<file path="config.mk">
export PLATFORM = sky130hd
export DESIGN_NAME = tlq_mac
export DESIGN_NICKNAME = d
export VERILOG_FILES = /design/src/hw/rtl/tlq_pkg.sv /design/src/hw/rtl/tlq_mac.sv
export SDC_FILE = /design/constraint.sdc
export NUM_CORES = 1
export LEC_CHECK = 0
export BUFFER_PORTS_ARGS = -buffer_cell sky130_fd_sc_hd__buf_4
export CORE_MARGIN = 1.5
export CORE_UTILIZATION = 58
export DETAILED_ROUTE_END_ITERATION = 6
export PLACE_DENSITY = 0.83
export SLEW_MARGIN = 40
export SYNTH_ARGS = -nofsm -noshare
export SYNTH_HDL_FRONTEND = slang
export SYNTH_SLANG_ARGS = --single-unit
</file>
<file path="constraint.sdc">
create_clock -name clk -period 6.7 [get_ports clk]
set_input_delay 1.34 -clock clk [delete_from_list [all_inputs] [get_ports clk]]
set_output_delay 1.34 -clock clk [all_outputs]
set_load 0.005 [all_outputs]
</file>
<file path="src/hw/rtl/tlq_pkg.sv">
// Shared types, codes and constants of the three-class lottery queue.
package tlq_pkg;

	localparam int QUEUE_DEPTH_DEF = 64;
	localparam int TAG_WIDTH_DEF   = 16;
	localparam int DRAW_LIMIT_DEF  = 256;

	localparam logic [34:0] LCG_MUL      = 35'h5DEECE66D;
	localparam logic [63:0] LCG_ADD      = 64'hB;
	localparam logic [15:0] LCG_SEED_LOW = 16'h330E;
	localparam logic [47:0] LCG_RESET    = 48'h330E;

	localparam logic [31:0] HIGH_ADDR_RESET = 32'd2149590592;
	localparam logic [31:0] MID_ADDR_RESET  = 32'd2149590593;
	localparam logic [15:0] TK_HIGH_RESET   = 16'd80;
	localparam logic [15:0] TK_MID_RESET    = 16'd60;
	localparam logic [15:0] TK_TOTAL_RESET  = 16'd150;

	localparam logic [2:0] REG_HIGH_ADDR = 3'd0;
	localparam logic [2:0] REG_MID_ADDR  = 3'd1;
	localparam logic [2:0] REG_TK_HIGH   = 3'd2;
	localparam logic [2:0] REG_TK_MID    = 3'd3;
	localparam logic [2:0] REG_TK_TOTAL  = 3'd4;
	localparam logic [2:0] REG_SEED      = 3'd5;

	localparam logic OP_ENQ = 1'b0;
	localparam logic OP_DEQ = 1'b1;

	localparam logic [1:0] ST_DONE  = 2'd0;
	localparam logic [1:0] ST_FULL  = 2'd1;
	localparam logic [1:0] ST_EMPTY = 2'd2;
	localparam logic [1:0] ST_LIMIT = 2'd3;

	localparam logic [1:0] CLS_HIGH = 2'd0;
	localparam logic [1:0] CLS_MID  = 2'd1;
	localparam logic [1:0] CLS_LOW  = 2'd2;

	typedef struct packed {
		logic        opcode;
		logic [15:0] item_tag;
		logic [31:0] client_addr;
	} req_t;

	typedef struct packed {
		logic [1:0]  status;
		logic [15:0] out_tag;
		logic [1:0]  out_class;
		logic [7:0]  total_count;
	} rsp_t;

	typedef struct packed {
		logic start;
		logic lcg_mode;
	} mac_ctl_t;

	typedef enum logic [2:0] {
		S_IDLE,
		S_ENQ,
		S_DEQ,
		S_LCG,
		S_CMP,
		S_POP,
		S_RESULT
	} state_t;

endpackage

</file>
<file path="src/hw/rtl/tlq_mac.sv">
// Shared 16x35 multiply-accumulate unit: one 48-bit operand times a constant or the ticket total.
module tlq_mac import tlq_pkg::*; (
	input  logic        clk,
	input  logic        arst_n,
	input  mac_ctl_t    ctl,
	input  logic [47:0] x,
	input  logic [15:0] total,
	output logic [63:0] acc,
	output logic        done
);

	logic [1:0]  step_q;
	logic        busy_q;
	logic        done_q;
	logic        mode_q;
	logic [50:0] mul_q;
	logic [63:0] acc_q;
	logic [15:0] chunk;
	logic [34:0] mult_b;
	logic [63:0] addend;

	always_comb begin
		case (step_q)
			2'd0:    chunk = x[15:0];
			2'd1:    chunk = x[31:16];
			default: chunk = x[47:32];
		endcase
		mult_b = mode_q ? LCG_MUL : 35'(total);
		case (step_q)
			2'd1:    addend = 64'(mul_q);
			2'd2:    addend = 64'(mul_q) << 16;
			2'd3:    addend = 64'(mul_q) << 32;
			default: addend = '0;
		endcase
	end

	always_ff @(posedge clk or negedge arst_n) begin
		if (!arst_n) begin
			step_q <= '0;
			busy_q <= 1'b0;
			done_q <= 1'b0;
			mode_q <= 1'b0;
		end else begin
			done_q <= 1'b0;
			if (ctl.start) begin
				busy_q <= 1'b1;
				step_q <= '0;
				mode_q <= ctl.lcg_mode;
			end else if (busy_q) begin
				step_q <= step_q + 1'b1;
				if (step_q == 2'd3) begin
					busy_q <= 1'b0;
					done_q <= 1'b1;
				end
			end
		end
	end

	always_ff @(posedge clk) begin
		if (ctl.start) begin
			acc_q <= ctl.lcg_mode ? LCG_ADD : '0;
		end else if (busy_q) begin
			if (step_q != 2'd3) begin
				mul_q <= 51'(chunk * mult_b);
			end
			acc_q <= acc_q + addend;
		end
	end

	assign acc  = acc_q;
	assign done = done_q;

endmodule

</file>
==> flow_summary.toml <==
[routing]
wl_mm = 76.2
wl_per_cell_um = 21.4
vias = 21158
route.detailed.drc = 12
antenna_left = 0
drt-pass1-iter-count = 7
drt-vias-per-instance = 5.94
drt-initial-drc-count = 1735

[grt]
grt_pass1_wl_mm = 116
antenna_found_initial = 0
grt_overflow = 0
grt_use_total_pct = 36.6
grt_pass1_vias = 21677
grt_max_degree = 65

[clock_network]
cts_buffers = 17
clk_path_buf_depth = 2
cts_tree = "yes"
insertion_delay_ns = 0.44
cts_sinks = 120
path_clk_slew_ns = 0.06
hold_buffers = 0
htreeDepth = 4
cts_root_buffer = "clkbuf_16"

[final_layout]
diodes = 0
instances_no_fill = 3562
layout.nets = 3660
final_core_util_pct = 76.0
syn2layout_area_growth_pct = 29.2
drive_above_1_share_pct = 27.5

[sta]
worst_slack_ns = -0.475
fin_crit_sh_pct = 107
finalMaxSlewViolations = 0
finalHoldViolCount = 0
fin_setup_tns_ns = -7.18
min_period_ns = 7.17
worst_pin_slew_ns = 0.660
timing.hold.ws_ns = 0.674
skew_ns = 0.0148
setup_viol = 29
max_freq_ghz = 0.139
rsz0062_at_grt = "true"
maxSlewHeadroom_pct = 56.0

[synth]
syn-instance-count = 2576
synth_fp_nets = 3205
yosys_warnings = 0
syn_area_per_cell_um2 = 8.82
seq_area_frac_synth_pct = 15.7
ys_types = 80
synthTopCellsByArea = "fa_1 (30%), edfxtp_1 (15%), ha_1 (12%)"
synthArstFlopShare_pct = 4.17
synth_ff_type = "edfxtp_1"
synth_area_um2 = 22700
synth_edf_count = 115
ys_ff_latch = 120
yosysTopAreaCell = "fa_1"
synth_top_area_share_pct = 30.1

[worst_setup_path]
critPathMaxStageDelay_ns = 0.60
crit_buf_inv = 8
cp_max_fo = 5
arrival_ns = 7.36
critPathTopFamily = "adder cells"
reg2regPathDepth = 26
path_class = "input pin to register"
crit_path_top_delay_cell = "fa_1"
critical_path_required_ns = 6.89
timing.rr.start = "step_q[0]"
cp_common_cell = "fa_1"
start_kind = "input pin"
rr_endpoint = "mul_q[46]"
worst-r2r-setup-slack_ns = -0.38
endpoint_kind = "register"

[hold_path]
hold_class = "register to register"
worstHoldEndpoint = "step_q[0]"
hold_start = "step_q[0]"
worst_hold_path.num_cells = 3

[floorplan]
rows = 72
core_region_area_um2 = 38600
die_w_um = 201
die_h_um = 201
initial_utilization_pct = 58.8
ios = 133
die_area_um2 = 40400

[run_status]
violations = "design-rule violations, negative setup slack"
outcome = "complete, but fails checks"

[flow_run]
drv_cap = 0

[placed_design]
port_buffers = 132
dp_hpwl_mm = 59.0
place_congestion = 1.00
dp_cells = 3465
how the worst max path moves through the flow:
stage                      from   endpoint  slack [ns]  depth (start not counted)
after floorplan           x[20]  mul_q[47]       -0.50                         22
after global placement    x[20]  mul_q[41]       -0.86                         23
after detailed placement  x[20]  mul_q[49]       -1.06                         23
after CTS                 x[20]  mul_q[47]       -0.24                         26
after global routing      x[20]  mul_q[47]       -0.58                         27
final                     x[20]  mul_q[47]       -0.47                         27
synth_stat cells (all sizes together), types with 38 or more instances:
cell type,number
inv,448
o21ai,90
xnor2,62
nor2,334
a21o,68
fa,342
xor2,38
ha,219
edfxtp,115
nand2,239
a21oi,156
clkbuf,80
repair_timing:
item | in CTS | in global routing
resized for setup | 162 | 114
cloned | 1 | 0
pin swaps | 79 | 75
setup buffers | 42 | 29
setup endpoints to repair | 27 | 29
per-stage QoR:
step	setup slack (ns)	area, µm²
4_1_cts	-0.245	28800
3_5_place_dp	-1.06	27000
6_report	-0.475	29400
2_1_floorplan	-0.497	23100
3_3_place_gp	-0.859	27000
5_1_grt	-0.582	29400
cells in the final DEF (no fill, tap or decap), types with 18 or more instances in the layout:
cell type  instances
xnor2_1           60
xor2_1            38
edfxtp_1         115
a21oi_2           26
a22oi_1           29
inv_1            417
nor3_1            21
and2_1            23
buf_12            21
a21oi_1          117
o21ai_0           67
a222oi_1          19
inv_2             31
buf_4            467
o21bai_1          29
fa_1             312
ha_1             180
nor2b_1           18
buf_6             41
nand4_1           26
fa_2              30
nand2_1          221
a21o_1            61
ha_4              34
nor2_1           304
tightest hold or removal path: stages (launching register included):
cell and delay, ns:
dfrtp_1 0.36, buf_6 0.12, xnor2_1 0.07, nor2_1 0.08
layer usage:
layer,routed length (µm),vias to the layer above,GRT usage [%]
li1,-,9362,-
met5,0,-,0
met4,3880,0,14.6
met2,36800,1073,62.0
met3,6060,272,5.03
met1,29500,10451,47.5
cell type report:
type                       count  area, µm²
multi-input combinational   1912      18400
fill                        2602       9280
timing repair buffer         531       4430
sequential                   120       3580
inverter                     449       1690
tap                          518        648
clock buffer                  19        453
clock inverter                13        145
flip-flops by register name (all words and copies together) (netlist names):
signal  cells
acc        64
mul_q      51
step_q      2
busy_q      1
done        1
mode_q      1
kinds of logic (layout without fill, tap and decap cells):
kind of cell | after synthesis | in the layout | synth area share [%]
AOI/OAI and AO/OA | 496 | 496 | 14.5
xor gates and xnor gates | 100 | 100 | 3.85
adders and majority gates | 561 | 561 | 42.2
buffers and inverters | 544 | 1012 | 9.00
DFF | 120 | 120 | 15.7
muxes | 9 | 9 | 0.446
and+or+nand+nor | 746 | 746 | 14.3
Power is left out: the tool's default activity adds up to more than one toggle a clock period on the data nets, which glitch-free logic cannot reach.
