--- src/hw/rtl/tlq_pkg.sv ---
// Shared types, codes and constants of the three-class lottery queue.
package tlq_pkg;

	localparam int QUEUE_DEPTH_DEF = 64;
	localparam int TAG_WIDTH_DEF   = 16;
	localparam int DRAW_LIMIT_DEF  = 256;

	localparam logic [34:0] LCG_MUL      = 35'h5DEECE66D;
	localparam logic [63:0] LCG_ADD      = 64'hB;
	localparam logic [15:0] LCG_SEED_LOW = 16'h330E;
	localparam logic [47:0] LCG_RESET    = 48'h330E;

	localparam logic [31:0] HIGH_ADDR_RESET = 32'd2149590592;
	localparam logic [31:0] MID_ADDR_RESET  = 32'd2149590593;
	localparam logic [15:0] TK_HIGH_RESET   = 16'd80;
	localparam logic [15:0] TK_MID_RESET    = 16'd60;
	localparam logic [15:0] TK_TOTAL_RESET  = 16'd150;

	localparam logic [2:0] REG_HIGH_ADDR = 3'd0;
	localparam logic [2:0] REG_MID_ADDR  = 3'd1;
	localparam logic [2:0] REG_TK_HIGH   = 3'd2;
	localparam logic [2:0] REG_TK_MID    = 3'd3;
	localparam logic [2:0] REG_TK_TOTAL  = 3'd4;
	localparam logic [2:0] REG_SEED      = 3'd5;

	localparam logic OP_ENQ = 1'b0;
	localparam logic OP_DEQ = 1'b1;

	localparam logic [1:0] ST_DONE  = 2'd0;
	localparam logic [1:0] ST_FULL  = 2'd1;
	localparam logic [1:0] ST_EMPTY = 2'd2;
	localparam logic [1:0] ST_LIMIT = 2'd3;

	localparam logic [1:0] CLS_HIGH = 2'd0;
	localparam logic [1:0] CLS_MID  = 2'd1;
	localparam logic [1:0] CLS_LOW  = 2'd2;

	typedef struct packed {
		logic        opcode;
		logic [15:0] item_tag;
		logic [31:0] client_addr;
	} req_t;

	typedef struct packed {
		logic [1:0]  status;
		logic [15:0] out_tag;
		logic [1:0]  out_class;
		logic [7:0]  total_count;
	} rsp_t;

	typedef struct packed {
		logic start;
		logic lcg_mode;
	} mac_ctl_t;

	typedef enum logic [2:0] {
		S_IDLE,
		S_ENQ,
		S_DEQ,
		S_LCG,
		S_CMP,
		S_POP,
		S_RESULT
	} state_t;

endpackage

--- src/hw/rtl/tlq_fifo.sv ---
// One class FIFO: circular buffer memory with registered read, pointers and fill count.
module tlq_fifo import tlq_pkg::*; #(
	parameter int DEPTH = QUEUE_DEPTH_DEF,
	parameter int WIDTH = TAG_WIDTH_DEF
) (
	input  logic                         clk,
	input  logic                         arst_n,
	input  logic                         push,
	input  logic                         pop,
	input  logic [WIDTH-1:0]             wdata,
	output logic [WIDTH-1:0]             rdata,
	output logic [$clog2(DEPTH+1)-1:0]   count
);

	localparam int PW = $clog2(DEPTH);
	localparam int CW = $clog2(DEPTH + 1);

	logic [WIDTH-1:0] mem [DEPTH];
	logic [WIDTH-1:0] rdata_q;
	logic [PW-1:0]    head_q;
	logic [PW-1:0]    tail_q;
	logic [CW-1:0]    count_q;

	always_ff @(posedge clk) begin
		if (push) begin
			mem[tail_q] <= wdata;
		end
		if (pop) begin
			rdata_q <= mem[head_q];
		end
	end

	always_ff @(posedge clk or negedge arst_n) begin
		if (!arst_n) begin
			head_q  <= '0;
			tail_q  <= '0;
			count_q <= '0;
		end else begin
			if (push) begin
				tail_q  <= (tail_q == PW'(DEPTH - 1)) ? '0 : tail_q + 1'b1;
				count_q <= count_q + 1'b1;
			end else if (pop) begin
				head_q  <= (head_q == PW'(DEPTH - 1)) ? '0 : head_q + 1'b1;
				count_q <= count_q - 1'b1;
			end
		end
	end

	assign rdata = rdata_q;
	assign count = count_q;

	a_no_push_full: assert property (@(posedge clk) disable iff (!arst_n)
		push |-> count_q < CW'(DEPTH))
		else $error("push into full fifo");
	a_no_pop_empty: assert property (@(posedge clk) disable iff (!arst_n)
		pop |-> count_q != '0)
		else $error("pop from empty fifo");
	a_no_both: assert property (@(posedge clk) disable iff (!arst_n)
		!(push && pop))
		else $error("push and pop in one cycle");
	a_count_step: assert property (@(posedge clk) disable iff (!arst_n)
		push |=> count_q == $past(count_q) + 1'b1)
		else $error("fill count did not advance");

endmodule

--- config.mk ---
export PLATFORM = sky130hd
export DESIGN_NAME = tlq_fifo
export DESIGN_NICKNAME = d
export VERILOG_FILES = /design/src/hw/rtl/tlq_pkg.sv /design/src/hw/rtl/tlq_fifo.sv
export SDC_FILE = /design/constraint.sdc
export NUM_CORES = 1
export LEC_CHECK = 0
export ABC_CLOCK_PERIOD_IN_PS = 3800
export BUFFER_PORTS_ARGS = -buffer_cell sky130_fd_sc_hd__buf_2
export CAP_MARGIN = 20
export CORE_UTILIZATION = 35
export DETAILED_ROUTE_END_ITERATION = 10
export PLACE_DENSITY_LB_ADDON = 0.3
export SYNTH_ARGS = -nofsm -noshare
export SYNTH_HDL_FRONTEND = slang
export SYNTH_SLANG_ARGS = --single-unit
--- constraint.sdc ---
create_clock -name clk -period 3.8 [get_ports clk]
set_clock_uncertainty 0.2 [all_clocks]
set_input_delay 0.38 -clock clk [delete_from_list [all_inputs] [get_ports clk]]
set_output_delay 0.38 -clock clk [all_outputs]
set_load 0.02 [all_outputs]
==> results_tabular.tex, run 1 <==
\begin{tabular}{lr}
\hline
Metric & Value \\
\hline
\multicolumn{2}{l}{\textbf{GRT}} \\
\quad Maximum number of pins on one net before global-route repair & 65 \\
\quad Antenna violations before repair & 9 \\
\quad Via count of the first global-routing pass & a little over 20k \\
\quad GRT Util Overall & 0.170 \\
\quad Leftover overflow at the end of global routing & 0 \\
\quad First-pass GRT wire length & around 140 mm \\
\multicolumn{2}{l}{\textbf{Synthesis}} \\
\quad Cell type contributing the most total cell area after synthesis & sky130\_fd\_sc\_hd\_\_edfxtp\_1 \\
\quad Count of flip-flops with a built-in enable after synthesis & roughly 1.0k \\
\quad Top flip-flop cell by instance count after synthesis & sky130\_fd\_sc\_hd\_\_edfxtp\_1 \\
\quad Post-synth cell types & 61 \\
\quad Synthesis-stage register bit count & 1059 \\
\quad Cells after Synth & between 1.5k and 2k \\
\quad Proportion of synthesized chip area in sequential cells & 0.773 \\
\quad Adder-cell share of the synthesized area & 0.00262 \\
\quad Combinational family with the most area after synthesis & multiplexers \\
\quad Compound-gate portion of the synthesized area & 0.0292 \\
\quad Multiplexer share of the synthesized area & 0.147 \\
\quad Synth top area cells & sky130\_fd\_sc\_hd\_\_edfxtp\_1, sky130\_fd\_sc\_hd\_\_mux4\_2, sky130\_fd\_sc\_hd\_\_mux4\_1, sky130\_fd\_sc\_hd\_\_dfrtp\_1, sky130\_fd\_sc\_hd\_\_o22ai\_1 \\
\quad Count of yosys warnings during synthesis & 0 \\
\quad Most numerous cell in the Yosys netlist & sky130\_fd\_sc\_hd\_\_edfxtp\_1 \\
\quad Simple-gate share of the synthesized area & 0.0275 \\
\quad Yosys top cell area share & 0.762 \\
\quad Mapped Area & just over 0.04 mm2 \\
\quad Post-Synth XOR/XNOR Area & 0.00214 \\
\quad Share of synthesized registers carrying an async set or reset & 0.0179 \\
\quad Top cell types by occurrence after synthesis & sky130\_fd\_sc\_hd\_\_edfxtp\_1, sky130\_fd\_sc\_hd\_\_mux4\_2, sky130\_fd\_sc\_hd\_\_nor2\_1 \\
\quad Synthesized netlist net count & 1913 \\
\quad Mean cell area of the mapped netlist & about 22 um2 \\
\multicolumn{2}{l}{\textbf{Pwr}} \\
\quad Net switching power of the design & 8850 uW \\
\quad Internal power & about 22000 uW \\
\quad Power share of the sequential group & 0.458 \\
\quad Part of the power in combinational logic & 0.229 \\
\quad Worst ir drop on vdd & 387 uV \\
\quad Leakage power of the design & 0.0150 uW \\
\quad Sum of internal, switching and leakage power & 30700 uW \\
\quad Pwr per Cell Area & about 650 mW/mm2 \\
\quad Share of power burned in the clock network & 0.313 \\
\quad Proportion of total power due to net switching & 0.288 \\
\multicolumn{2}{l}{\textbf{Flow run}} \\
\quad Maxcap violations & 0 \\
\multicolumn{2}{l}{\textbf{Place}} \\
\quad Routability congestion estimate & around 0.82 \\
\quad Estimated wirelength of the detail-placed design & 61.7 mm \\
\quad Post-placement cell count & 3499 \\
\quad IO buf count & between 40 and 50 \\
\multicolumn{2}{l}{\textbf{Detailed routing}} \\
\quad Via density & between 5 and 6 \\
\quad Vias after detailed routing & 19.7k \\
\quad Final WL & around 100 mm \\
\quad Number of DRC violations after detailed-routing iteration 0 & 2234 \\
\quad First-pass iteration count of the detailed router & 5 \\
\quad Post-detailed-route DRC marker count & 0 \\
\quad Detailed-route wire length per cell & around 27 um \\
\quad Post-DRT Antenna Nets & 0 \\
\multicolumn{2}{l}{\textbf{Setup path}} \\
\quad Capturing element type of the critical path & flop \\
\quad Slowest stage delay, CP & 0.82 ns \\
\quad Critical Path Source Type & flop \\
\quad Worst Path Required & 3.99 ns \\
\quad Critical path type & flop to flop \\
\quad Crit path buffers/inverters & 2 \\
\quad Highest net fanout along the worst path & 46 \\
\quad List of cells traversed by the critical path & buf\_12, buf\_12, mux4\_2, a22oi\_1, nand2\_1, and3\_1 \\
\quad Largest delay contributor family on the critical path & flip-flops \\
\quad Slowest cell on crit path & sky130\_fd\_sc\_hd\_\_dfrtp\_4 \\
\quad Cell seen most often among critical-path stages & sky130\_fd\_sc\_hd\_\_buf\_12 \\
\quad Arrival time at the worst endpoint & 3.64 ns \\
\multicolumn{2}{l}{\textbf{Timing}} \\
\quad Number of hold violations in the final report & 0 \\
\quad Fmax & 289 MHz \\
\quad Relative slew slack & 0.248 \\
\quad Final Setup Violations & 0 \\
\quad Final count of pins violating max slew & 0 \\
\quad Worst Max-Slew Pin Slew & 1.13 ns \\
\quad Final period demand of the worst path & 3.45 ns \\
\quad Final total negative setup slack & 0 ns \\
\quad Period utilisation layout & 0.909 \\
\quad Setup repair after global routing missed its margin & false \\
\multicolumn{2}{l}{\textbf{Cells and area}} \\
\quad Proportion of layout cells with a drive suffix above 1 & 0.277 \\
\quad Fin nets & between 2k and 2.5k \\
\quad Number of non-filler instances in the completed layout & 3693 \\
\quad Layout Area Growth over Synthesis & 14.6\% \\
\multicolumn{2}{l}{\textbf{Floorplan}} \\
\quad Width of the chip & roughly 340 um \\
\quad Initial cell density of the core & 0.353 \\
\quad Num rows & between 100 and 150 \\
\quad Die Outline Area & 0.119 mm2 \\
\quad Height of the chip & 344 um \\
\quad Boundary Pins & 43 \\
\quad Floorplan Core Area & 0.116 mm2 \\
\multicolumn{2}{l}{\textbf{Clock tree}} \\
\quad Clock Path Buffers & 3 \\
\quad CTS tree & done \\
\quad Root Buffer Master & sky130\_fd\_sc\_hd\_\_clkbuf\_16 \\
\quad Clock H-tree levels & 3 \\
\quad CTS Buf Count & 100 \\
\quad Clk slew on worst S/H paths & 0.07 ns \\
\quad Worst-skew pair later-pin latency & 0.66 ns \\
\quad Setup Buffers After CTS & 0 \\
\quad \# clock sinks & 1059 \\
\multicolumn{2}{l}{\textbf{Hold path}} \\
\quad Type of the most critical hold path & input pin to flop \\
\multicolumn{2}{l}{\textbf{Run status}} \\
\quad Result of the run & finished clean \\
\hline
\end{tabular}
==> state kept, by name (all words and copies together) (netlist names) <==
name    cells
head_q      6
rdata      16
count       7
mem      1024
tail_q      6
==> layer usage <==
metal / vias to the layer above / track usage / wire (um)
met5: - / 0 / 31
met2: 675 / 0.269 / 47300
met1: 10600 / 0.234 / 42600
met3: 124 / 0.0382 / 7710
li1: 8374 / - / -
met4: 4 / 0.0584 / 3020
==> final cells by class <==
class,instances,area (um2)
fillers,10100,69200
flip-flops and latches,1059,31700
multi-input cells,717,8560
clock buffers,123,2670
well taps,1524,1910
repair buffers,203,1640
clock inverters,60,480
inverters,5,18.8
diodes,2,5.00
==> metrics by stage <==
stage	area (um2)	setup WS, ns	hold slack, ns	util
final	47000	0.346	0.0853	0.404
after global routing	47000	0.276	0.0829	0.404
after CTS	46900	0.244	0.0618	0.404
after detailed placement	43700	0.291	0.184	0.376
after global placement	43700	0.325	0.167	0.376
after floorplan	41000	0.562	-0.116	-
==> path summary, 6_finish.rpt <==
check                                           start               endpoint  slack [ns]  depth (start not counted)
worst max-delay path            head_q[1]$_DFFE_PN0P_    rdata[14]$_DFFE_PP_        0.35                          6
worst min-delay path                         wdata[2]   mem[39][2]$_DFFE_PP_        0.09                          1
worst max register to register  head_q[1]$_DFFE_PN0P_    rdata[14]$_DFFE_PP_        0.35                          6
worst min register to register   count[6]$_DFFE_PN0P_   count[6]$_DFFE_PN0P_        0.29                          1
max in group asynchronous                      arst_n  head_q[2]$_DFFE_PN0P_        2.54                          4
min in group asynchronous                      arst_n   count[6]$_DFFE_PN0P_        0.46                          3
==> power groups by stage <==
stage / sequential, uW / clock, uW / combinational (uW)
floorplan: 14000 / 0 / 4620
global placement: 14300 / 0 / 6960
detailed placement: 14300 / 0 / 7030
CTS: 14100 / 9810 / 7050
global route: 14100 / 10200 / 7400
finish: 14100 / 9620 / 7010
==> cells in the final DEF, fill, tap and decap left out, types with 31 or more instances in the layout <==
cell / instances
sky130_fd_sc_hd__clkbuf_16: 102
sky130_fd_sc_hd__buf_2: 42
sky130_fd_sc_hd__o22ai_1: 72
sky130_fd_sc_hd__mux2i_1: 43
sky130_fd_sc_hd__nor2_1: 75
sky130_fd_sc_hd__nand2_1: 42
sky130_fd_sc_hd__mux4_1: 31
sky130_fd_sc_hd__edfxtp_1: 1040
sky130_fd_sc_hd__mux4_2: 194
sky130_fd_sc_hd__buf_4: 140
==> timing repair <==
action / CTS / global route
hold buffers: 3 / 2
endpoints found under the hold margin: 20 / 22
resized for setup: 0 / 0
==> cells by family after synthesis <==
family	Yosys count
AOI/OAI and AO/OA	170
muxes	302
buffers and inverters	109
and+or+nand+nor	227
xor gates and xnor gates	10
DFF	1059
adders and majority gates	8
(Power assumes the default switching activity.)
==> inputs of run 2 (changes only) <==
- CORE_MARGIN: not set -> 5
- MAX_ROUTING_LAYER: not set -> met4
==> run 2 against run 1 <==
Compared with the run above: die area increased by 4.7%; final cell count up 0.76%; utilization increased by 0.39 points; wire length up 3.3%; flip-flop and latch count unchanged; sequential share of layout area down 0.74 points; first-iteration DRC count grew 3.0%; register-to-register slack improved by 0.19 ns; largest power group unchanged; setup slack better by 0.19 ns; critical path depth fell by 1; clock power is 9% higher; highest routed layer is now met4; largest cell class unchanged; critical endpoint is now rdata[7]$_DFFE_PP_; maximum frequency rose by 5.9%; critical path type unchanged.
==> results_tabular.tex, run 2 (synthesis results as in run 1) <==
\begin{tabular}{lr}
\hline
Metric & Value \\
\hline
\multicolumn{2}{l}{\textbf{Clock tree}} \\
\quad Clk slew on worst S/H paths & 0.06 ns (was 0.07 ns) \\
\quad Setup Buffers After CTS & 0 (unchanged) \\
\quad Clock H-tree levels & 3 (unchanged) \\
\quad \# clock sinks & 1059 (unchanged) \\
\quad Clock Path Buffers & 3 (unchanged) \\
\quad Worst-skew pair later-pin latency & 0.68 ns (was 0.66 ns) \\
\quad Root Buffer Master & sky130\_fd\_sc\_hd\_\_clkbuf\_16 (unchanged) \\
\quad CTS tree & done (unchanged) \\
\quad CTS Buf Count & 105 (was 100) \\
\multicolumn{2}{l}{\textbf{Setup path}} \\
\quad Critical Path Source Type & flop (unchanged) \\
\quad Worst R2R Setup Slack & 0.54 ns (was 0.35 ns) \\
\quad Highest net fanout along the worst path & 48 (was 46) \\
\quad Launch instance of the worst register-to-register path & head\_q[1]\$\_DFFE\_PN0P\_ (unchanged) \\
\quad Worst Path Required & 4.01 ns (was 3.99 ns) \\
\quad Destination of the worst register-to-register timing path & rdata[7]\$\_DFFE\_PP\_ (was rdata[14]\$\_DFFE\_PP\_) \\
\quad Cell count of the worst reg-to-reg path & 5 (was 6) \\
\quad Arrival time at the worst endpoint & 3.48 ns (was 3.64 ns) \\
\quad Critical path type & flop to flop (unchanged) \\
\quad Capturing element type of the critical path & flop (unchanged) \\
\multicolumn{2}{l}{\textbf{Hold path}} \\
\quad Launch instance of the worst min-delay path & wdata[4] (was wdata[2]) \\
\quad End of the worst hold path & mem[0][4]\$\_DFFE\_PP\_ (was mem[39][2]\$\_DFFE\_PP\_) \\
\quad Worst Hold Path Cells & 1 (unchanged) \\
\quad Type of the most critical hold path & input pin to flop (unchanged) \\
\multicolumn{2}{l}{\textbf{GRT}} \\
\quad Via count of the first global-routing pass & 20.5k (was 20.2k) \\
\quad Maximum number of pins on one net before global-route repair & 65 (unchanged) \\
\quad First-pass GRT wire length & 150 mm (was 145 mm) \\
\quad GRT Util Overall & 0.170 (about the same) \\
\quad Antenna violations before repair & 5 (was 9) \\
\quad Leftover overflow at the end of global routing & 0 (unchanged) \\
\multicolumn{2}{l}{\textbf{Detailed routing}} \\
\quad Detailed-route wire length per cell & 27.9 um (was 27.2 um) \\
\quad Vias after detailed routing & 20.3k (was 19.7k) \\
\quad Final WL & 104 mm (was 101 mm) \\
\quad Post-DRT Antenna Nets & 0 (unchanged) \\
\quad First-pass iteration count of the detailed router & 6 (was 5) \\
\quad Via density & 5.45 (was 5.34) \\
\quad Post-detailed-route DRC marker count & 0 (unchanged) \\
\quad Number of DRC violations after detailed-routing iteration 0 & 2302 (was 2234) \\
\multicolumn{2}{l}{\textbf{Pwr}} \\
\quad Pwr per Cell Area & 667 mW/mm2 (was 653 mW/mm2) \\
\quad Part of the power in combinational logic & 0.228 (was 0.229) \\
\quad Proportion of total power due to net switching & 0.284 (was 0.288) \\
\quad Power share of the sequential group & 0.442 (was 0.458) \\
\quad Internal power & 22700 uW (was 21800 uW) \\
\quad Share of power burned in the clock network & 0.330 (was 0.313) \\
\quad Net switching power of the design & 9000 uW (was 8850 uW) \\
\quad Leakage power of the design & 0.0152 uW (was 0.0150 uW) \\
\quad Worst ir drop on vdd & 346 uV (was 387 uV) \\
\multicolumn{2}{l}{\textbf{Cells and area}} \\
\quad Largest Register & mem (unchanged) \\
\quad Flip-flop count of the largest register after layout & 1024 (unchanged) \\
\quad Fin nets & 2139 (was 2114) \\
\quad Layout Area Growth over Synthesis & 15.9\% (was 14.6\%) \\
\quad Fill cells & 10.2k (was 10.1k) \\
\quad Area taken by multi-input logic gates & 0.00856 mm2 (unchanged) \\
\quad Commonest cells after routing, fill and taps aside & sky130\_fd\_sc\_hd\_\_edfxtp\_1, sky130\_fd\_sc\_hd\_\_mux4\_2, sky130\_fd\_sc\_hd\_\_buf\_4 (unchanged) \\
\quad Register Area & 0.0317 mm2 (unchanged) \\
\quad Proportion of layout cells with a drive suffix above 1 & 0.283 (was 0.277) \\
\quad Most common cell after layout, fill and taps aside & sky130\_fd\_sc\_hd\_\_edfxtp\_1 (unchanged) \\
\quad Finished Core Util & 0.408 (was 0.404) \\
\multicolumn{2}{l}{\textbf{Timing}} \\
\quad Final period demand of the worst path & 3.26 ns (was 3.45 ns) \\
\quad Period utilisation layout & 0.859 (was 0.909) \\
\quad Worst hold slack & 0.0216 ns (was 0.0853 ns) \\
\quad Worst Max-Slew Pin Slew & 1.04 ns (was 1.13 ns) \\
\quad Final count of pins violating max slew & 0 (unchanged) \\
\quad Setup repair after global routing missed its margin & false (unchanged) \\
\quad Number of hold violations in the final report & 0 (unchanged) \\
\quad Relative slew slack & 0.306 (was 0.248) \\
\quad Final Setup Violations & 0 (unchanged) \\
\quad Fmax & 306 MHz (was 289 MHz) \\
\quad Final total negative setup slack & 0 ns (unchanged) \\
\multicolumn{2}{l}{\textbf{Floorplan}} \\
\quad Die Outline Area & 0.124 mm2 (was 0.119 mm2) \\
\quad Num rows & 125 (unchanged) \\
\quad Initial cell density of the core & 0.352 (was 0.353) \\
\quad Floorplan Core Area & 0.116 mm2 (about the same) \\
\quad Width of the chip & 352 um (was 344 um) \\
\quad Boundary Pins & 43 (unchanged) \\
\quad Height of the chip & 352 um (was 344 um) \\
\multicolumn{2}{l}{\textbf{Place}} \\
\quad Routability congestion estimate & 0.828 (was 0.824) \\
\quad Estimated wirelength of the detail-placed design & 63.2 mm (was 61.7 mm) \\
\quad IO buf count & 42 (unchanged) \\
\multicolumn{2}{l}{\textbf{Flow run}} \\
\quad Maxcap violations & 0 (unchanged) \\
\multicolumn{2}{l}{\textbf{Run status}} \\
\quad Result of the run & finished clean (unchanged) \\
\hline
\end{tabular}
-- run 2: cell count changes in the layout (fill, tap and decap cells not counted), sizes merged --
cell         change
buf             +16
bufinv           +8
clkinvlp         -4
dlygate4sd3      +4
clkbuf           +3
inv              +1
-- run 2: power groups by stage --
stage	logic [uW]	registers [uW]	clock network, uW
after detailed placement	7250	14200	0
after global placement	7180	14200	0
final	7210	14000	10500
after floorplan	4620	14000	0
after CTS	7280	14000	10700
after global routing	7690	14000	11200
-- run 2: critical path: stages (launching register included) --
cell                      delay [ns]
sky130_fd_sc_hd__dfrtp_4        0.76
sky130_fd_sc_hd__buf_4          0.66
sky130_fd_sc_hd__mux4_2         0.41
sky130_fd_sc_hd__a22oi_1        0.55
sky130_fd_sc_hd__nand2_1        0.17
sky130_fd_sc_hd__and3_1         0.19
-- run 2: repair_timing --
| action | 4_1_cts | 5_1_grt |
|---|---|---|
| hold buffers | 6 | 3 |
| endpoints found under the hold margin | 58 | 31 |
| gates resized for setup | 0 | 0 |
| endpoints found under the setup margin | 0 | 0 |
-- run 2: worst max path at each step --
stage                                      from                    to  slack (ns)  depth (start not counted)
after floorplan                            push  mem[52][0]$_DFFE_PP_        0.56                          4
after global placement    head_q[1]$_DFFE_PN0P_    rdata[3]$_DFFE_PP_        0.58                          5
after detailed placement  head_q[1]$_DFFE_PN0P_    rdata[3]$_DFFE_PP_        0.55                          5
after CTS                 head_q[1]$_DFFE_PN0P_    rdata[3]$_DFFE_PP_        0.56                          5
after global routing      head_q[1]$_DFFE_PN0P_    rdata[7]$_DFFE_PP_        0.40                          5
final                     head_q[1]$_DFFE_PN0P_    rdata[7]$_DFFE_PP_        0.54                          5
-- run 2: layout make-up --
cell class / instances / area share
flip-flops and latches: 1059 / 0.667
multi-input cells: 717 / 0.180
clock buffers: 126 / 0.0585
well taps: 1524 / 0.0401
repair buffers: 223 / 0.0381
clock inverters: 65 / 0.0151
inverters: 5 / 0.000395
diodes: 2 / 0.000105
-- run 2: per-layer routing --
layer / vias up / share of wire / GRT usage
li1: 8424 / - / -
met1: 11000 / 0.43 / 0.236
met2: 758 / 0.48 / 0.263
met3: 133 / 0.068 / 0.0274
met4: 0 / 0.023 / 0.0460
met5: - / 0 / -
-- run 2: metrics by stage --
step / area [um2] / instances / setup WS, ns / power, uW
floorplan: 41000 / 1885 / 0.562 / 18600
global placement: 43800 / 3513 / 0.575 / 21400
detailed placement: 43800 / 3514 / 0.553 / 21500
CTS: 47400 / 3711 / 0.556 / 32000
global route: 47500 / 3721 / 0.400 / 32900
finish: 47500 / 3721 / 0.537 / 31700
==> inputs of run 3 (changes only) <==
- CTS_BUF_LIST: not set -> sky130_fd_sc_hd__clkbuf_4 sky130_fd_sc_hd__clkbuf_8
- PLACE_DENSITY_LB_ADDON: 0.3 -> not set
==> run 3 against run 2 <==
Compared with the run above: flip-flop and latch count did not move; sequential power barely moved; clock power fell by 15%; setup slack got worse by 0.091 ns; hold slack improved by 0.038 ns; critical path depth rose by 1; highest routed layer unchanged; first-iteration DRC count fell by 2.1%; critical endpoint is now rdata[11]$_DFFE_PP_.
==> results_tabular.tex, run 3 (synthesis results as in run 1) <==
\begin{tabular}{lr}
\hline
Metric & Value \\
\hline
\multicolumn{2}{l}{\textbf{Place}} \\
\quad IO buf count & 42 (unchanged) \\
\quad Post-placement cell count & 3476 (was 3514) \\
\quad Estimated wirelength of the detail-placed design & 63.5 mm (was 63.2 mm) \\
\quad Routability congestion estimate & 0.868 (was 0.828) \\
\multicolumn{2}{l}{\textbf{GRT}} \\
\quad GRT Util Overall & 0.168 (was 0.170) \\
\quad Maximum number of pins on one net before global-route repair & 57 (was 65) \\
\quad Leftover overflow at the end of global routing & 0 (unchanged) \\
\quad Antenna violations before repair & 6 (was 5) \\
\quad Via count of the first global-routing pass & 20.7k (was 20.5k) \\
\quad First-pass GRT wire length & 148 mm (was 150 mm) \\
\multicolumn{2}{l}{\textbf{Clock tree}} \\
\quad Worst-skew pair later-pin latency & 0.82 ns (was 0.68 ns) \\
\quad CTS Buf Count & 162 (was 105) \\
\quad CTS tree & done (unchanged) \\
\quad Root Buffer Master & sky130\_fd\_sc\_hd\_\_clkbuf\_8 (was sky130\_fd\_sc\_hd\_\_clkbuf\_16) \\
\quad \# clock sinks & 1059 (unchanged) \\
\quad Clock H-tree levels & 4 (was 3) \\
\quad Resized cells post-CTS & 0 (unchanged) \\
\quad Clk slew on worst S/H paths & 0.06 ns (about the same) \\
\quad Clock Path Buffers & 3 (unchanged) \\
\multicolumn{2}{l}{\textbf{Setup path}} \\
\quad Destination of the worst register-to-register timing path & rdata[11]\$\_DFFE\_PP\_ (was rdata[7]\$\_DFFE\_PP\_) \\
\quad Highest net fanout along the worst path & 20 (was 48) \\
\quad Arrival time at the worst endpoint & 3.83 ns (was 3.48 ns) \\
\quad Cell count of the worst reg-to-reg path & 6 (was 5) \\
\quad Capturing element type of the critical path & flop (unchanged) \\
\quad Critical Path Source Type & flop (unchanged) \\
\quad Launch instance of the worst register-to-register path & head\_q[0]\$\_DFFE\_PN0P\_ (was head\_q[1]\$\_DFFE\_PN0P\_) \\
\quad Worst Path Required & 4.28 ns (was 4.01 ns) \\
\quad Worst R2R Setup Slack & 0.45 ns (was 0.54 ns) \\
\quad Critical path type & flop to flop (unchanged) \\
\multicolumn{2}{l}{\textbf{Detailed routing}} \\
\quad Post-DRT Antenna Nets & 0 (unchanged) \\
\quad Number of DRC violations after detailed-routing iteration 0 & 2254 (was 2302) \\
\quad First-pass iteration count of the detailed router & 7 (was 6) \\
\quad Detailed-route wire length per cell & 27.2 um (was 27.9 um) \\
\quad Post-detailed-route DRC marker count & 0 (unchanged) \\
\quad Via density & 5.41 (was 5.45) \\
\quad Vias after detailed routing & 20.4k (was 20.3k) \\
\quad Final WL & 103 mm (was 104 mm) \\
\multicolumn{2}{l}{\textbf{Hold path}} \\
\quad Worst Hold Path Cells & 1 (unchanged) \\
\quad Type of the most critical hold path & input pin to flop (unchanged) \\
\quad Launch instance of the worst min-delay path & wdata[12] (was wdata[4]) \\
\quad End of the worst hold path & mem[0][12]\$\_DFFE\_PP\_ (was mem[0][4]\$\_DFFE\_PP\_) \\
\multicolumn{2}{l}{\textbf{Cells and area}} \\
\quad Fill cells & 10.3k (was 10.2k) \\
\quad Area taken by multi-input logic gates & 0.00856 mm2 (unchanged) \\
\quad Largest Register & mem (unchanged) \\
\quad Number of non-filler instances in the completed layout & 3773 (was 3721) \\
\quad Flip-flop count of the largest register after layout & 1024 (unchanged) \\
\quad Register Area & 0.0317 mm2 (unchanged) \\
\quad Layout Area Growth over Synthesis & 13.9\% (was 15.9\%) \\
\quad Fin nets & 2161 (was 2139) \\
\quad Most common cell after layout, fill and taps aside & sky130\_fd\_sc\_hd\_\_edfxtp\_1 (unchanged) \\
\quad Commonest cells after routing, fill and taps aside & sky130\_fd\_sc\_hd\_\_edfxtp\_1, sky130\_fd\_sc\_hd\_\_mux4\_2, sky130\_fd\_sc\_hd\_\_clkbuf\_8 (was sky130\_fd\_sc\_hd\_\_edfxtp\_1, sky130\_fd\_sc\_hd\_\_mux4\_2, sky130\_fd\_sc\_hd\_\_buf\_4) \\
\quad Proportion of layout cells with a drive suffix above 1 & 0.296 (was 0.283) \\
\multicolumn{2}{l}{\textbf{Timing}} \\
\quad Worst hold slack & 0.0594 ns (was 0.0216 ns) \\
\quad Final Setup Violations & 0 (unchanged) \\
\quad Relative slew slack & 0.259 (was 0.306) \\
\quad Final count of pins violating max slew & 0 (unchanged) \\
\quad Fmax & 298 MHz (was 306 MHz) \\
\quad Setup repair after global routing missed its margin & false (unchanged) \\
\quad Final total negative setup slack & 0 ns (unchanged) \\
\quad Number of hold violations in the final report & 0 (unchanged) \\
\quad Worst Max-Slew Pin Slew & 1.11 ns (was 1.04 ns) \\
\quad Period utilisation layout & 0.883 (was 0.859) \\
\quad Final period demand of the worst path & 3.35 ns (was 3.26 ns) \\
\multicolumn{2}{l}{\textbf{Run status}} \\
\quad Result of the run & finished clean (unchanged) \\
\multicolumn{2}{l}{\textbf{Floorplan}} \\
\quad Boundary Pins & 43 (unchanged) \\
\quad Height of the chip & 352 um (unchanged) \\
\quad Width of the chip & 352 um (unchanged) \\
\quad Floorplan Core Area & 0.116 mm2 (unchanged) \\
\quad Num rows & 125 (unchanged) \\
\quad Die Outline Area & 0.124 mm2 (unchanged) \\
\quad Initial cell density of the core & 0.352 (unchanged) \\
\multicolumn{2}{l}{\textbf{Pwr}} \\
\quad Leakage power of the design & 0.0149 uW (was 0.0152 uW) \\
\quad Pwr per Cell Area & 640 mW/mm2 (was 667 mW/mm2) \\
\quad Worst ir drop on vdd & 461 uV (was 346 uV) \\
\multicolumn{2}{l}{\textbf{Flow run}} \\
\quad Maxcap violations & 0 (unchanged) \\
\hline
\end{tabular}
run 3: how the worst max path moves through the flow:
stage / startpoint / to / slack (ns) / cells past startpoint
2_1_floorplan: push / mem[52][0]$_DFFE_PP_ / 0.56 / 4
3_5_place_dp: head_q[0]$_DFFE_PN0P_ / rdata[13]$_DFFE_PP_ / 0.33 / 6
4_1_cts: head_q[0]$_DFFE_PN0P_ / rdata[13]$_DFFE_PP_ / 0.31 / 6
5_1_grt: head_q[0]$_DFFE_PN0P_ / rdata[13]$_DFFE_PP_ / 0.30 / 6
3_3_place_gp: head_q[0]$_DFFE_PN0P_ / rdata[13]$_DFFE_PP_ / 0.42 / 6
6_report: head_q[0]$_DFFE_PN0P_ / rdata[11]$_DFFE_PP_ / 0.45 / 6
run 3: layout make-up:
cell class / count / area share
Inverter: 5 / 0.000402
Antenna cell: 1 / 0.0000536
Tap cell: 1524 / 0.0408
Timing Repair Buffer: 188 / 0.0319
Clock inverter: 68 / 0.00881
Sequential cell: 1059 / 0.679
Clock buffer: 211 / 0.0559
Multi-Input combinational cell: 717 / 0.183
run 3: metal layers:
| metal | routed length, um | up-vias | part of all wire | GRT usage |
|---|---|---|---|---|
| li1 | - | 8479 | - | - |
| met3 | 7870 | 130 | 0.077 | 0.0299 |
| met1 | 43000 | 10900 | 0.42 | 0.229 |
| met5 | 0 | - | 0 | - |
| met2 | 49400 | 874 | 0.48 | 0.259 |
| met4 | 2420 | 0 | 0.024 | 0.0507 |
run 3: critical path, stage by stage, from the launching register on:
cell and delay, ns:
sky130_fd_sc_hd__dfrtp_4 0.73, sky130_fd_sc_hd__buf_4 0.39, sky130_fd_sc_hd__nand4b_1 0.58, sky130_fd_sc_hd__o22ai_1 0.12
sky130_fd_sc_hd__or2_2 0.33, sky130_fd_sc_hd__nor3_1 0.57, sky130_fd_sc_hd__and3_1 0.28
run 3: what timing repair did:
action                                 CTS  global route
setup endpoints to repair                0             0
buffers inserted                         0             0
hold buffers                             8             4
endpoints found under the hold margin  177           118
run 3: through the flow:
stage,cell area [um2],setup WS [ns],util,total power (uW)
after floorplan,41000,0.562,-,18600
after global placement,43500,0.416,0.374,21100
after detailed placement,43500,0.333,0.374,21200
after CTS,46600,0.313,0.400,30100
after global routing,46700,0.303,0.402,31100
final,46700,0.446,0.402,29900
run 3: where the power goes:
part | leakage (uW) | switching, uW | internal [uW] | total [uW]
Clock | 0.00158 | 4280 | 4630 | 8910
Combinational | 0.00372 | 4160 | 2810 | 6970
Sequential | 0.00959 | 519 | 13500 | 14000
Total | 0.0149 | 8960 | 20900 | 29900
